$ cat config.mk
export PLATFORM = sky130hd
export DESIGN_NAME = ght_ctrl
export DESIGN_NICKNAME = d
export VERILOG_FILES = /design/src/hdl/ght_pkg.sv /design/src/hdl/ght_ctrl.sv
export VERILOG_INCLUDE_DIRS = /design/src /design/src/hdl
export SDC_FILE = /design/constraint.sdc
export NUM_CORES = 1
export LEC_CHECK = 0
export BUFFER_PORTS_ARGS = -buffer_cell sky130_fd_sc_hd__buf_2
export CAP_MARGIN = 30
export CORE_AREA = 10 10 133 135
export DETAILED_ROUTE_END_ITERATION = 16
export DIE_AREA = 0 0 143 145
export HOLD_SLACK_MARGIN = 0.12
export PLACE_DENSITY = 0.69
export SLEW_MARGIN = 25
export SYNTH_ARGS = -nofsm -noshare
export SYNTH_HDL_FRONTEND = slang
export SYNTH_SLANG_ARGS = --single-unit
$ cat constraint.sdc
create_clock -name clock -period 6.3 [get_ports clock]
set_clock_uncertainty 0.1 [all_clocks]
set_input_delay 0.315 -clock clock [delete_from_list [all_inputs] [get_ports clock]]
set_output_delay 0.315 -clock clock [all_outputs]
set_load 0.02 [all_outputs]
$ cat src/hdl/generational_handle_table_assert.svh
// Assertion macros used by the handle table controller.
`ifndef GENERATIONAL_HANDLE_TABLE_ASSERT_SVH
`define GENERATIONAL_HANDLE_TABLE_ASSERT_SVH

`ifndef SYNTHESIS
`define GHT_ASSERT(lbl, clk, rst, prop, msg) \
   lbl: assert property (@(posedge clk) disable iff (rst) prop) else $error(msg);
`define GHT_ASSERT_ALWAYS(lbl, clk, prop, msg) \
   lbl: assert property (@(posedge clk) prop) else $error(msg);
`else
`define GHT_ASSERT(lbl, clk, rst, prop, msg)
`define GHT_ASSERT_ALWAYS(lbl, clk, prop, msg)
`endif

`endif

$ cat src/hdl/ght_pkg.sv
// Types and constants of the generational handle table.
package ght_pkg;

   localparam int TABLE_DEPTH_DEFAULT = 1024;

   localparam int PTR_W   = 64;
   localparam int TOKEN_W = 32;
   localparam int GEN_W   = 12;
   localparam int INDEX_W = 20;

   localparam logic [GEN_W-1:0] GEN_MIN = 12'h100;
   localparam logic [GEN_W-1:0] GEN_MAX = 12'hFFF;

   typedef enum logic [1:0] {
      REQ_REGISTER = 2'd0,
      REQ_RESOLVE  = 2'd1,
      REQ_RESET    = 2'd2
   } req_code_type;

   typedef enum logic [1:0] {
      ST_OK        = 2'd0,
      ST_NULL      = 2'd1,
      ST_BAD_TOKEN = 2'd2,
      ST_FULL      = 2'd3
   } status_type;

   typedef struct packed {
      logic               wr_en;
      logic               rd_en;
      logic [INDEX_W-1:0] addr;
      logic [PTR_W-1:0]   wr_data;
   } mem_req_type;

endpackage

$ cat src/hdl/ght_ctrl.sv
// Request decode, index and generation counters, and result register.
module ght_ctrl #(
   parameter int TABLE_DEPTH = ght_pkg::TABLE_DEPTH_DEFAULT
) (
   input  logic                        clock,
   input  logic                        reset,
   input  logic                        start,
   output logic                        busy,
   input  logic [1:0]                  req_type,
   input  logic [ght_pkg::PTR_W-1:0]   req_pointer_value,
   input  logic [ght_pkg::TOKEN_W-1:0] req_token_in,
   output ght_pkg::mem_req_type        mem_req,
   input  logic [ght_pkg::PTR_W-1:0]   rd_data,
   output logic                        rsp_valid,
   output logic [ght_pkg::TOKEN_W-1:0] rsp_token_out,
   output logic [ght_pkg::PTR_W-1:0]   rsp_pointer_out,
   output logic [1:0]                  rsp_status,
   output logic [ght_pkg::GEN_W-1:0]   rsp_generation_now
);
   import ght_pkg::*;
   `include "generational_handle_table_assert.svh"

   localparam int NEXT_W = $clog2(TABLE_DEPTH) + 1;
   localparam logic [NEXT_W-1:0] DEPTH_VAL = NEXT_W'(TABLE_DEPTH);
   localparam logic [NEXT_W-1:0] FIRST_IDX = NEXT_W'(1);

   logic                busy_ff;
   logic [NEXT_W-1:0]   next_free_ff, next_free_in;
   logic [GEN_W-1:0]    gen_ff, gen_in;
   logic                valid_ff;
   logic [TOKEN_W-1:0]  token_ff, token_in;
   status_type          status_ff, status_in;
   logic [GEN_W-1:0]    gen_now_ff;
   logic                hit_ff, hit_in;
   logic                accept;
   logic [GEN_W-1:0]    tok_gen;
   logic [INDEX_W-1:0]  tok_idx;

   assign accept  = start && !busy_ff;
   assign tok_gen = req_token_in[TOKEN_W-1:INDEX_W];
   assign tok_idx = req_token_in[INDEX_W-1:0];

   always_comb begin
      next_free_in    = next_free_ff;
      gen_in          = gen_ff;
      token_in        = '0;
      status_in       = ST_OK;
      hit_in          = 1'b0;
      mem_req.wr_en   = 1'b0;
      mem_req.rd_en   = 1'b0;
      mem_req.addr    = INDEX_W'(next_free_ff);
      mem_req.wr_data = req_pointer_value;
      if (accept) begin
         case (req_code_type'(req_type))
            REQ_REGISTER: begin
               if (req_pointer_value == '0) begin
                  status_in = ST_NULL;
               end else if (next_free_ff >= DEPTH_VAL) begin
                  status_in = ST_FULL;
               end else begin
                  mem_req.wr_en = 1'b1;
                  next_free_in  = next_free_ff + FIRST_IDX;
                  token_in      = {gen_ff, INDEX_W'(next_free_ff)};
               end
            end
            REQ_RESOLVE: begin
               mem_req.addr = tok_idx;
               if (req_token_in == '0 || tok_gen != gen_ff || tok_idx == '0 ||
                   tok_idx >= INDEX_W'(next_free_ff)) begin
                  status_in = ST_BAD_TOKEN;
               end else begin
                  mem_req.rd_en = 1'b1;
                  hit_in        = 1'b1;
               end
            end
            REQ_RESET: begin
               next_free_in = FIRST_IDX;
               gen_in       = (gen_ff == GEN_MAX) ? GEN_MIN : gen_ff + GEN_W'(1);
            end
            default: begin
               // unused code: answer with zero token and pointer and status OK, change nothing
            end
         endcase
      end
   end

   always_ff @(posedge clock) begin
      if (reset) begin
         busy_ff      <= 1'b1;
         valid_ff     <= 1'b0;
         next_free_ff <= FIRST_IDX;
         gen_ff       <= GEN_MIN;
      end else begin
         busy_ff      <= 1'b0;
         valid_ff     <= accept;
         next_free_ff <= next_free_in;
         gen_ff       <= gen_in;
      end
   end

   always_ff @(posedge clock) begin
      if (accept) begin
         token_ff   <= token_in;
         status_ff  <= status_in;
         gen_now_ff <= gen_in;
         hit_ff     <= hit_in;
      end
   end

   assign busy               = busy_ff;
   assign rsp_valid          = valid_ff;
   assign rsp_token_out      = token_ff;
   assign rsp_pointer_out    = hit_ff ? rd_data : '0;
   assign rsp_status         = status_ff;
   assign rsp_generation_now = gen_now_ff;

   `GHT_ASSERT(gen_in_range_a, clock, reset, gen_ff >= GEN_MIN, "generation below minimum")
   `GHT_ASSERT(next_free_range_a, clock, reset, next_free_ff != '0 && next_free_ff <= DEPTH_VAL, "next free index out of range")
   `GHT_ASSERT(rsp_follows_accept_a, clock, reset, accept |=> rsp_valid, "transfer accepted without response")
   `GHT_ASSERT(write_advances_index_a, clock, reset, mem_req.wr_en |=> next_free_ff == $past(next_free_ff) + FIRST_IDX, "register did not advance index")
   `GHT_ASSERT(no_rw_overlap_a, clock, reset, !(mem_req.wr_en && mem_req.rd_en), "memory read and write in one cycle")

endmodule

==> results of run 1 <==
[synthesized netlist by cell type, types with 5 or more instances]
cell type and n:
nand3_1 9, clkbuf_1 18, ha_1 14, nand2_1 27, and2_1 85, xnor2_1 19
dfxtp_1 25, inv_1 14, nor2b_1 7, nor2_1 11, and4_1 5, a21oi_1 9
nor3_1 8, edfxtp_1 38, buf_4 73, nor4_1 39, nand4_1 17, o21ai_0 16
[cell families (layout without fill, tap and decap cells)]
family / count (synthesis) / count (layout) / share of synthesized area (%)
buf+inv: 109 / 386 / 15.6
flops: 63 / 63 / 37.0
xor+xnor: 20 / 20 / 3.94
simple gates: 234 / 234 / 32.3
mux: 3 / 3 / 0.704
compound gates: 43 / 43 / 6.40
fa+ha+maj: 14 / 14 / 3.94
other cells: 1 / 12 / 0.0844
[metrics by stage]
step	setup slack, ns	area (sq um)	hold slack, ns
after floorplan	3.84	4470	0.243
after global placement	3.57	5860	0.347
after detailed placement	3.46	5860	0.361
after CTS	3.11	6180	0.219
after global routing	2.98	6190	0.238
final	3.17	6190	0.226
[state kept, by name (all words and copies together) (netlist names)]
name and count:
busy 1, gen_ff 12, hit_ff 1, next_free_ff 11, rsp_generation_now 12, rsp_status 2
rsp_token_out 23, rsp_valid 1
[cell type report]
cell class | count | area (sq um)
fillers | 1527 | 8840
multi-input cells | 324 | 2140
repair buffers | 356 | 1790
flip-flops and latches | 63 | 1640
well taps | 188 | 235
clock buffers | 9 | 225
clock inverters | 7 | 96.3
inverters | 14 | 52.6
diodes | 2 | 5.00
[worst min path at each step]
stage / slack, ns / from / to
after floorplan: 0.24 / reset / busy
after global placement: 0.35 / next_free_ff[7] / next_free_ff[7]
after detailed placement: 0.36 / next_free_ff[7] / next_free_ff[7]
after CTS: 0.22 / reset / busy
after global routing: 0.24 / reset / busy
final: 0.23 / reset / busy
[critical path: stages, from the launching register on]
cell and delay (ns):
dfxtp_1 0.45, inv_1 0.09, ha_1 0.29, nand3b_1 0.20
nand4_1 0.11, nor4_1 0.57, o211ai_1 0.22, nor3_1 0.23
buf_2 0.25
[power groups by stage]
stage	Clock [uW]	Combinational, uW	Sequential [uW]
final	527	240	449
after global routing	554	258	450
after CTS	532	241	449
after detailed placement	0	240	457
after global placement	0	238	457
after floorplan	0	140	467
[routing by layer]
layer  vias to the layer above  routed length, microns  share of wire [%]
li1                       2206                       -                  -
met3                        24                    1780                8.9
met4                         0                     579                2.9
met5                         -                       0                  0
met2                       237                   10000                 50
met1                      2157                    7560                 38
==> run_results.csv, run 1 <==
group,metric,value,unit
run_status,status,"finished clean",
synthesis,synth_ff_type,"edfxtp_1",
timing,finalSetupViolations,0,
setup_path,crit_path_start_kind,"flop",
setup_path,critical_path_class,"reg2out",
timing,worst_pin_slew,0.738,ns
timing,final.min_clock_period,3.13,ns
timing,rsz0062_at_grt,"no",
synthesis,yosysUniqueCellTypes,53,
placement,hpwl,16900,microns
die,die_area,0.0207,sq mm
route,drc,0,
die,num_rows,45,
setup_path,required,5.88,ns
global_route,use_met2,31.2,%
placement,io_buffers,353,
route,vias,4624,
worst_hold_path,hold_path_class,"in2reg",
die,ios,363,
route,final_antenna_net_count,0,
synthesis,synth_edf_count,38,
die,core,0.0150,sq mm
synthesis,synth-seq-cells,63,
synthesis,synth_top_area_share,25.7,%
pwr,power.switching,335,uW
die,die_w,143,microns
pwr,p_leak,0.00300,uW
synthesis,syn_area_per_cell,9.12,sq um
layout,fin_cells,963,
setup_path,path_max_fanout,5,
pwr,ir_drop,0.000126,V
synthesis,synth_area,0.00444,sq mm
pwr,pwr-share-comb,19.7,%
clock_network,cts_buffers,9,
clock_network,cts_buffer_depth,2,
setup_path,r2r-end,"rsp_status[1]",
layout,drive_gt1_share,49.9,%
global_route,use_met3,5.05,%
timing,tns,0,ns
synthesis,async_flop_share,0,%
route,wl_per_cell,20.7,microns
global_route,met1_usage,19.1,%
synthesis,yosysTopAreaCell,"edfxtp_1",
global_route,grt-ovfl-total,0,
setup_path,r2r-start,"next_free_ff[10]",
worst_hold_path,hold_depth,1,
clock_network,worstSkewPairLatency,0.32,ns
synthesis,yosysWarnings,0,
global_route,grt_busiest_layer,"met2",
route,wl,19900,microns
synthesis,synthCells,487,
synthesis,ys_seq_area_share,37.0,%
pwr,total_power,1220,uW
setup_path,rrSetupSlack,3.82,ns
setup_path,crit_arrival,2.72,ns
clock_network,cts_root_buf,"clkbuf_16",
clock_network,tritoncts_num_sinks,63,
setup_path,crit_start,"next_free_ff[10]",
route,first_pass_iters,6,
global_route,grt_start_max_net_pins,65,
layout,num-nets-final,947,
global_route,grt_antenna_before_repair,2,
placement,gp_congestion,0.881,
clock_network,post_cts_resized,0,
global_route,grt_pass1_wl,28500,microns
die,die_y,145,microns
pwr,powerDensity,196,mW/mm^2
synthesis,yosys-top-cells-area,"edfxtp_1, buf_4, and2_1",
clock_network,cts_tree,"built",
global_route,grt_usage,17.5,%
die,start_util,29.5,%
route,via_per_inst,4.80,
timing,min_period_over_period,49.8,%
clock_network,clkTransAtPathRegs,0.06,ns
timing,slew_headroom,50.3,%
pwr,swShare,27.5,%
timing,maxSlewViolCount,0,
route,drtIter0Drc,256,
setup_path,rr_worst_depth,7,
layout,synthToLayoutAreaGrowth,39.4,%
setup_path,cp-endpoint,"mem_req[84]",
layout,final_cell_mix,"buf_2, and2_1, nor4_1",
pwr,power_frac_clock,43.3,%
clock_network,postCtsHoldBufs,0,
setup_path,end_kind,"output pin",
layout,utilization,41.2,%
pwr,pwr-share-seq,36.9,%
global_route,grt_pass1_vias,4600,
timing,max_freq,0.319,GHz
timing,hold_viol,0,
clock_network,post_cts.repair.setup_buffers,0,
job,cap_violations,0,
placement,dp.cells,945,
layout,final_common_cell,"buf_2",
clock_network,htreeDepth,3,
pwr,intPower,881,uW
Power figures use the tool's default switching activity.
==> inputs of run 2 (changes only) <==
Settings changed: ABC_AREA from default to 1, CORE_AREA 10 10 133 135 to 10 10 132 134, DIE_AREA 0 0 143 145 to 0 0 142 144, PLACE_DENSITY 0.69 to 0.74.
Clock period 6.3 ns to 2.9 ns, I/O delays scaled along.
==> run_results.csv, run 2 <==
group,metric,value,unit
run_status,status,"finished clean",
clock_network,htreeDepth,3,
clock_network,clkTransAtPathRegs,0.06,ns
layout,largest_reg_flops,23,
worst_hold_path,hold_path_class,"in2reg",
clock_network,tritoncts_num_sinks,63,
job,cap_violations,0,
synthesis,synthAdderAreaFrac,3.45,%
setup_path,required,2.65,ns
setup_path,crit_arrival,2.21,ns
timing,min_period_over_period,84.8,%
setup_path,rr_worst_depth,10,
synthesis,async_flop_share,0,%
clock_network,post_cts_resized,0,
setup_path,cp-endpoint,"mem_req[84]",
synthesis,yosysMostFrequentCell,"nand2_1",
synthesis,synth_top_family_by_area,"simple AND/OR/NAND/NOR gates",
global_route,use_met3,8.79,%
global_route,use_met2,37.3,%
global_route,grt_pass1_wl,34600,microns
die,die_w,142,microns
synthesis,yosysTopAreaCell,"edfxtp_1",
synthesis,yosys.area_share.simple,36.4,%
die,ios,363,
route,vias,5865,
synthesis,synthMuxAreaShare,0,%
route,final_antenna_net_count,0,
timing,hold_viol,0,
synthesis,yosysUniqueCellTypes,29,
route,drtIter0Drc,352,
setup_path,r2r-start,"next_free_ff[7]",
global_route,grt_usage,22.1,%
die,num_rows,45,
synthesis,synth_compound_area_share,3.40,%
pwr,pwr-share-comb,22.5,%
synthesis,synth_edf_count,38,
synthesis,synth_top_area_share,22.4,%
pwr,swShare,29.5,%
synthesis,synthCells,797,
setup_path,critical_path_class,"reg2out",
route,first_pass_iters,5,
layout,final_cell_mix,"buf_2, nand2_1, nor2_1",
route,wl,23700,microns
timing,tns,0,ns
timing,worst_pin_slew,0.569,ns
global_route,grt-ovfl-total,0,
setup_path,rrSetupSlack,0.91,ns
timing,maxSlewViolCount,0,
setup_path,crit_start,"next_free_ff[10]",
layout,drive_gt1_share,35.7,%
synthesis,synth_xor_area_share,1.38,%
pwr,power_frac_clock,41.7,%
setup_path,end_kind,"output pin",
pwr,pwr-share-seq,35.8,%
synthesis,syn_area_per_cell,6.38,sq um
global_route,grt_start_max_net_pins,65,
global_route,grt_antenna_before_repair,2,
global_route,grt_busiest_layer,"met2",
synthesis,yosysWarnings,0,
synthesis,yosys-top-cells-area,"edfxtp_1, nand2_1, nor2_1",
pwr,intPower,1930,uW
clock_network,post_cts.repair.setup_buffers,0,
clock_network,cts_tree,"built",
synthesis,synthTopCellsByCount,"nand2_1, nor2_1, inv_1, buf_4, edfxtp_1",
route,via_per_inst,4.57,
layout,synthToLayoutAreaGrowth,35.2,%
timing,rsz0062_at_grt,"no",
clock_network,cts_buffer_depth,2,
die,core,0.0149,sq mm
pwr,total_power,2730,uW
die,die_y,144,microns
layout,num-nets-final,1267,
pwr,power.switching,805,uW
setup_path,path_max_fanout,5,
setup_path,r2r-end,"rsp_status[1]",
pwr,ir_drop,0.000389,V
timing,final.min_clock_period,2.46,ns
die,die_area,0.0204,sq mm
setup_path,crit_path_start_kind,"flop",
clock_network,worstSkewPairLatency,0.34,ns
route,wl_per_cell,18.5,microns
placement,hpwl,20400,microns
timing,slew_headroom,62.1,%
clock_network,cts_buffers,9,
global_route,grt_pass1_vias,5629,
global_route,met1_usage,25.5,%
placement,io_buffers,353,
pwr,p_leak,0.00412,uW
timing,finalSetupViolations,0,
clock_network,cts_root_buf,"clkbuf_16",
die,start_util,34.2,%
synthesis,synth_ff_type,"edfxtp_1",
placement,gp_congestion,0.935,
layout,final_common_cell,"buf_2",
synthesis,synth_area,0.00508,sq mm
timing,max_freq,0.407,GHz
synthesis,synth-seq-cells,63,
route,drc,0,
synthesis,ys_seq_area_share,32.3,%
pwr,powerDensity,398,mW/mm^2
-- run 2: metal layers --
| metal | routed length, microns | up-vias |
|---|---|---|
| li1 | - | 2919 |
| met2 | 11400 | 268 |
| met5 | 0 | - |
| met4 | 413 | 0 |
| met3 | 2590 | 29 |
| met1 | 9330 | 2649 |
-- run 2: cell type report --
type | instances | area (sq um)
inverters | 146 | 548
repair buffers | 361 | 1830
well taps | 188 | 235
diodes | 2 | 5.00
clock buffers | 12 | 236
fillers | 1571 | 7990
clock inverters | 4 | 70.1
flip-flops and latches | 63 | 1640
multi-input cells | 507 | 2300
-- run 2: how the worst min path moves through the flow --
stage,from,to,slack (ns),depth (start not counted)
final,req_type[0],next_free_ff[9],0.15,4
after global routing,req_type[0],next_free_ff[9],0.18,4
after CTS,req_type[0],next_free_ff[9],0.13,4
after detailed placement,next_free_ff[8],next_free_ff[8],0.40,2
after global placement,next_free_ff[4],next_free_ff[4],0.39,2
after floorplan,reset,busy,0.07,0
-- run 2: logic make-up after synthesis --
group                    after synthesis
adder cells (fa/ha/maj)               14
AO/OA/AOI/OAI                         33
other                                  1
buffers and inverters                236
AND/OR/NAND/NOR                      442
XOR/XNOR                               8
flip-flops                            63
-- run 2: timing repair --
| item | CTS | global route |
|---|---|---|
| endpoints found under the hold margin | 2 | 0 |
| hold buffers | 2 | 0 |
| endpoints found under the setup margin | 0 | 0 |
-- run 2: worst max-delay path, stage by stage (launching register included) --
cell and delay, ns:
dfxtp_1 0.40, inv_1 0.09, ha_1 0.19, inv_1 0.13
nand4_1 0.14, nor2_1 0.16, nand2_1 0.07, nor2_1 0.10
nand2_1 0.05, nor2_1 0.10, nand2_1 0.08, nor2_1 0.15
buf_2 0.22
-- run 2: metrics by stage --
step	setup WS [ns]	hold slack, ns	instance area, sq um	instances	util [%]
floorplan	0.534	0.0727	5120	806	-
global route	0.261	0.178	6870	1283	46.2
finish	0.441	0.146	6870	1283	46.2
global placement	0.746	0.388	6540	1263	44.0
CTS	0.394	0.132	6870	1281	46.2
detailed placement	0.757	0.396	6540	1263	44.0
-- run 2: power by group through the flow --
stage	combinational, uW	sequential (uW)	clock, uW
2_1_floorplan	357	1020	0
3_3_place_gp	610	994	0
3_5_place_dp	614	994	0
4_1_cts	619	976	1150
5_1_grt	672	978	1190
6_report	615	977	1140
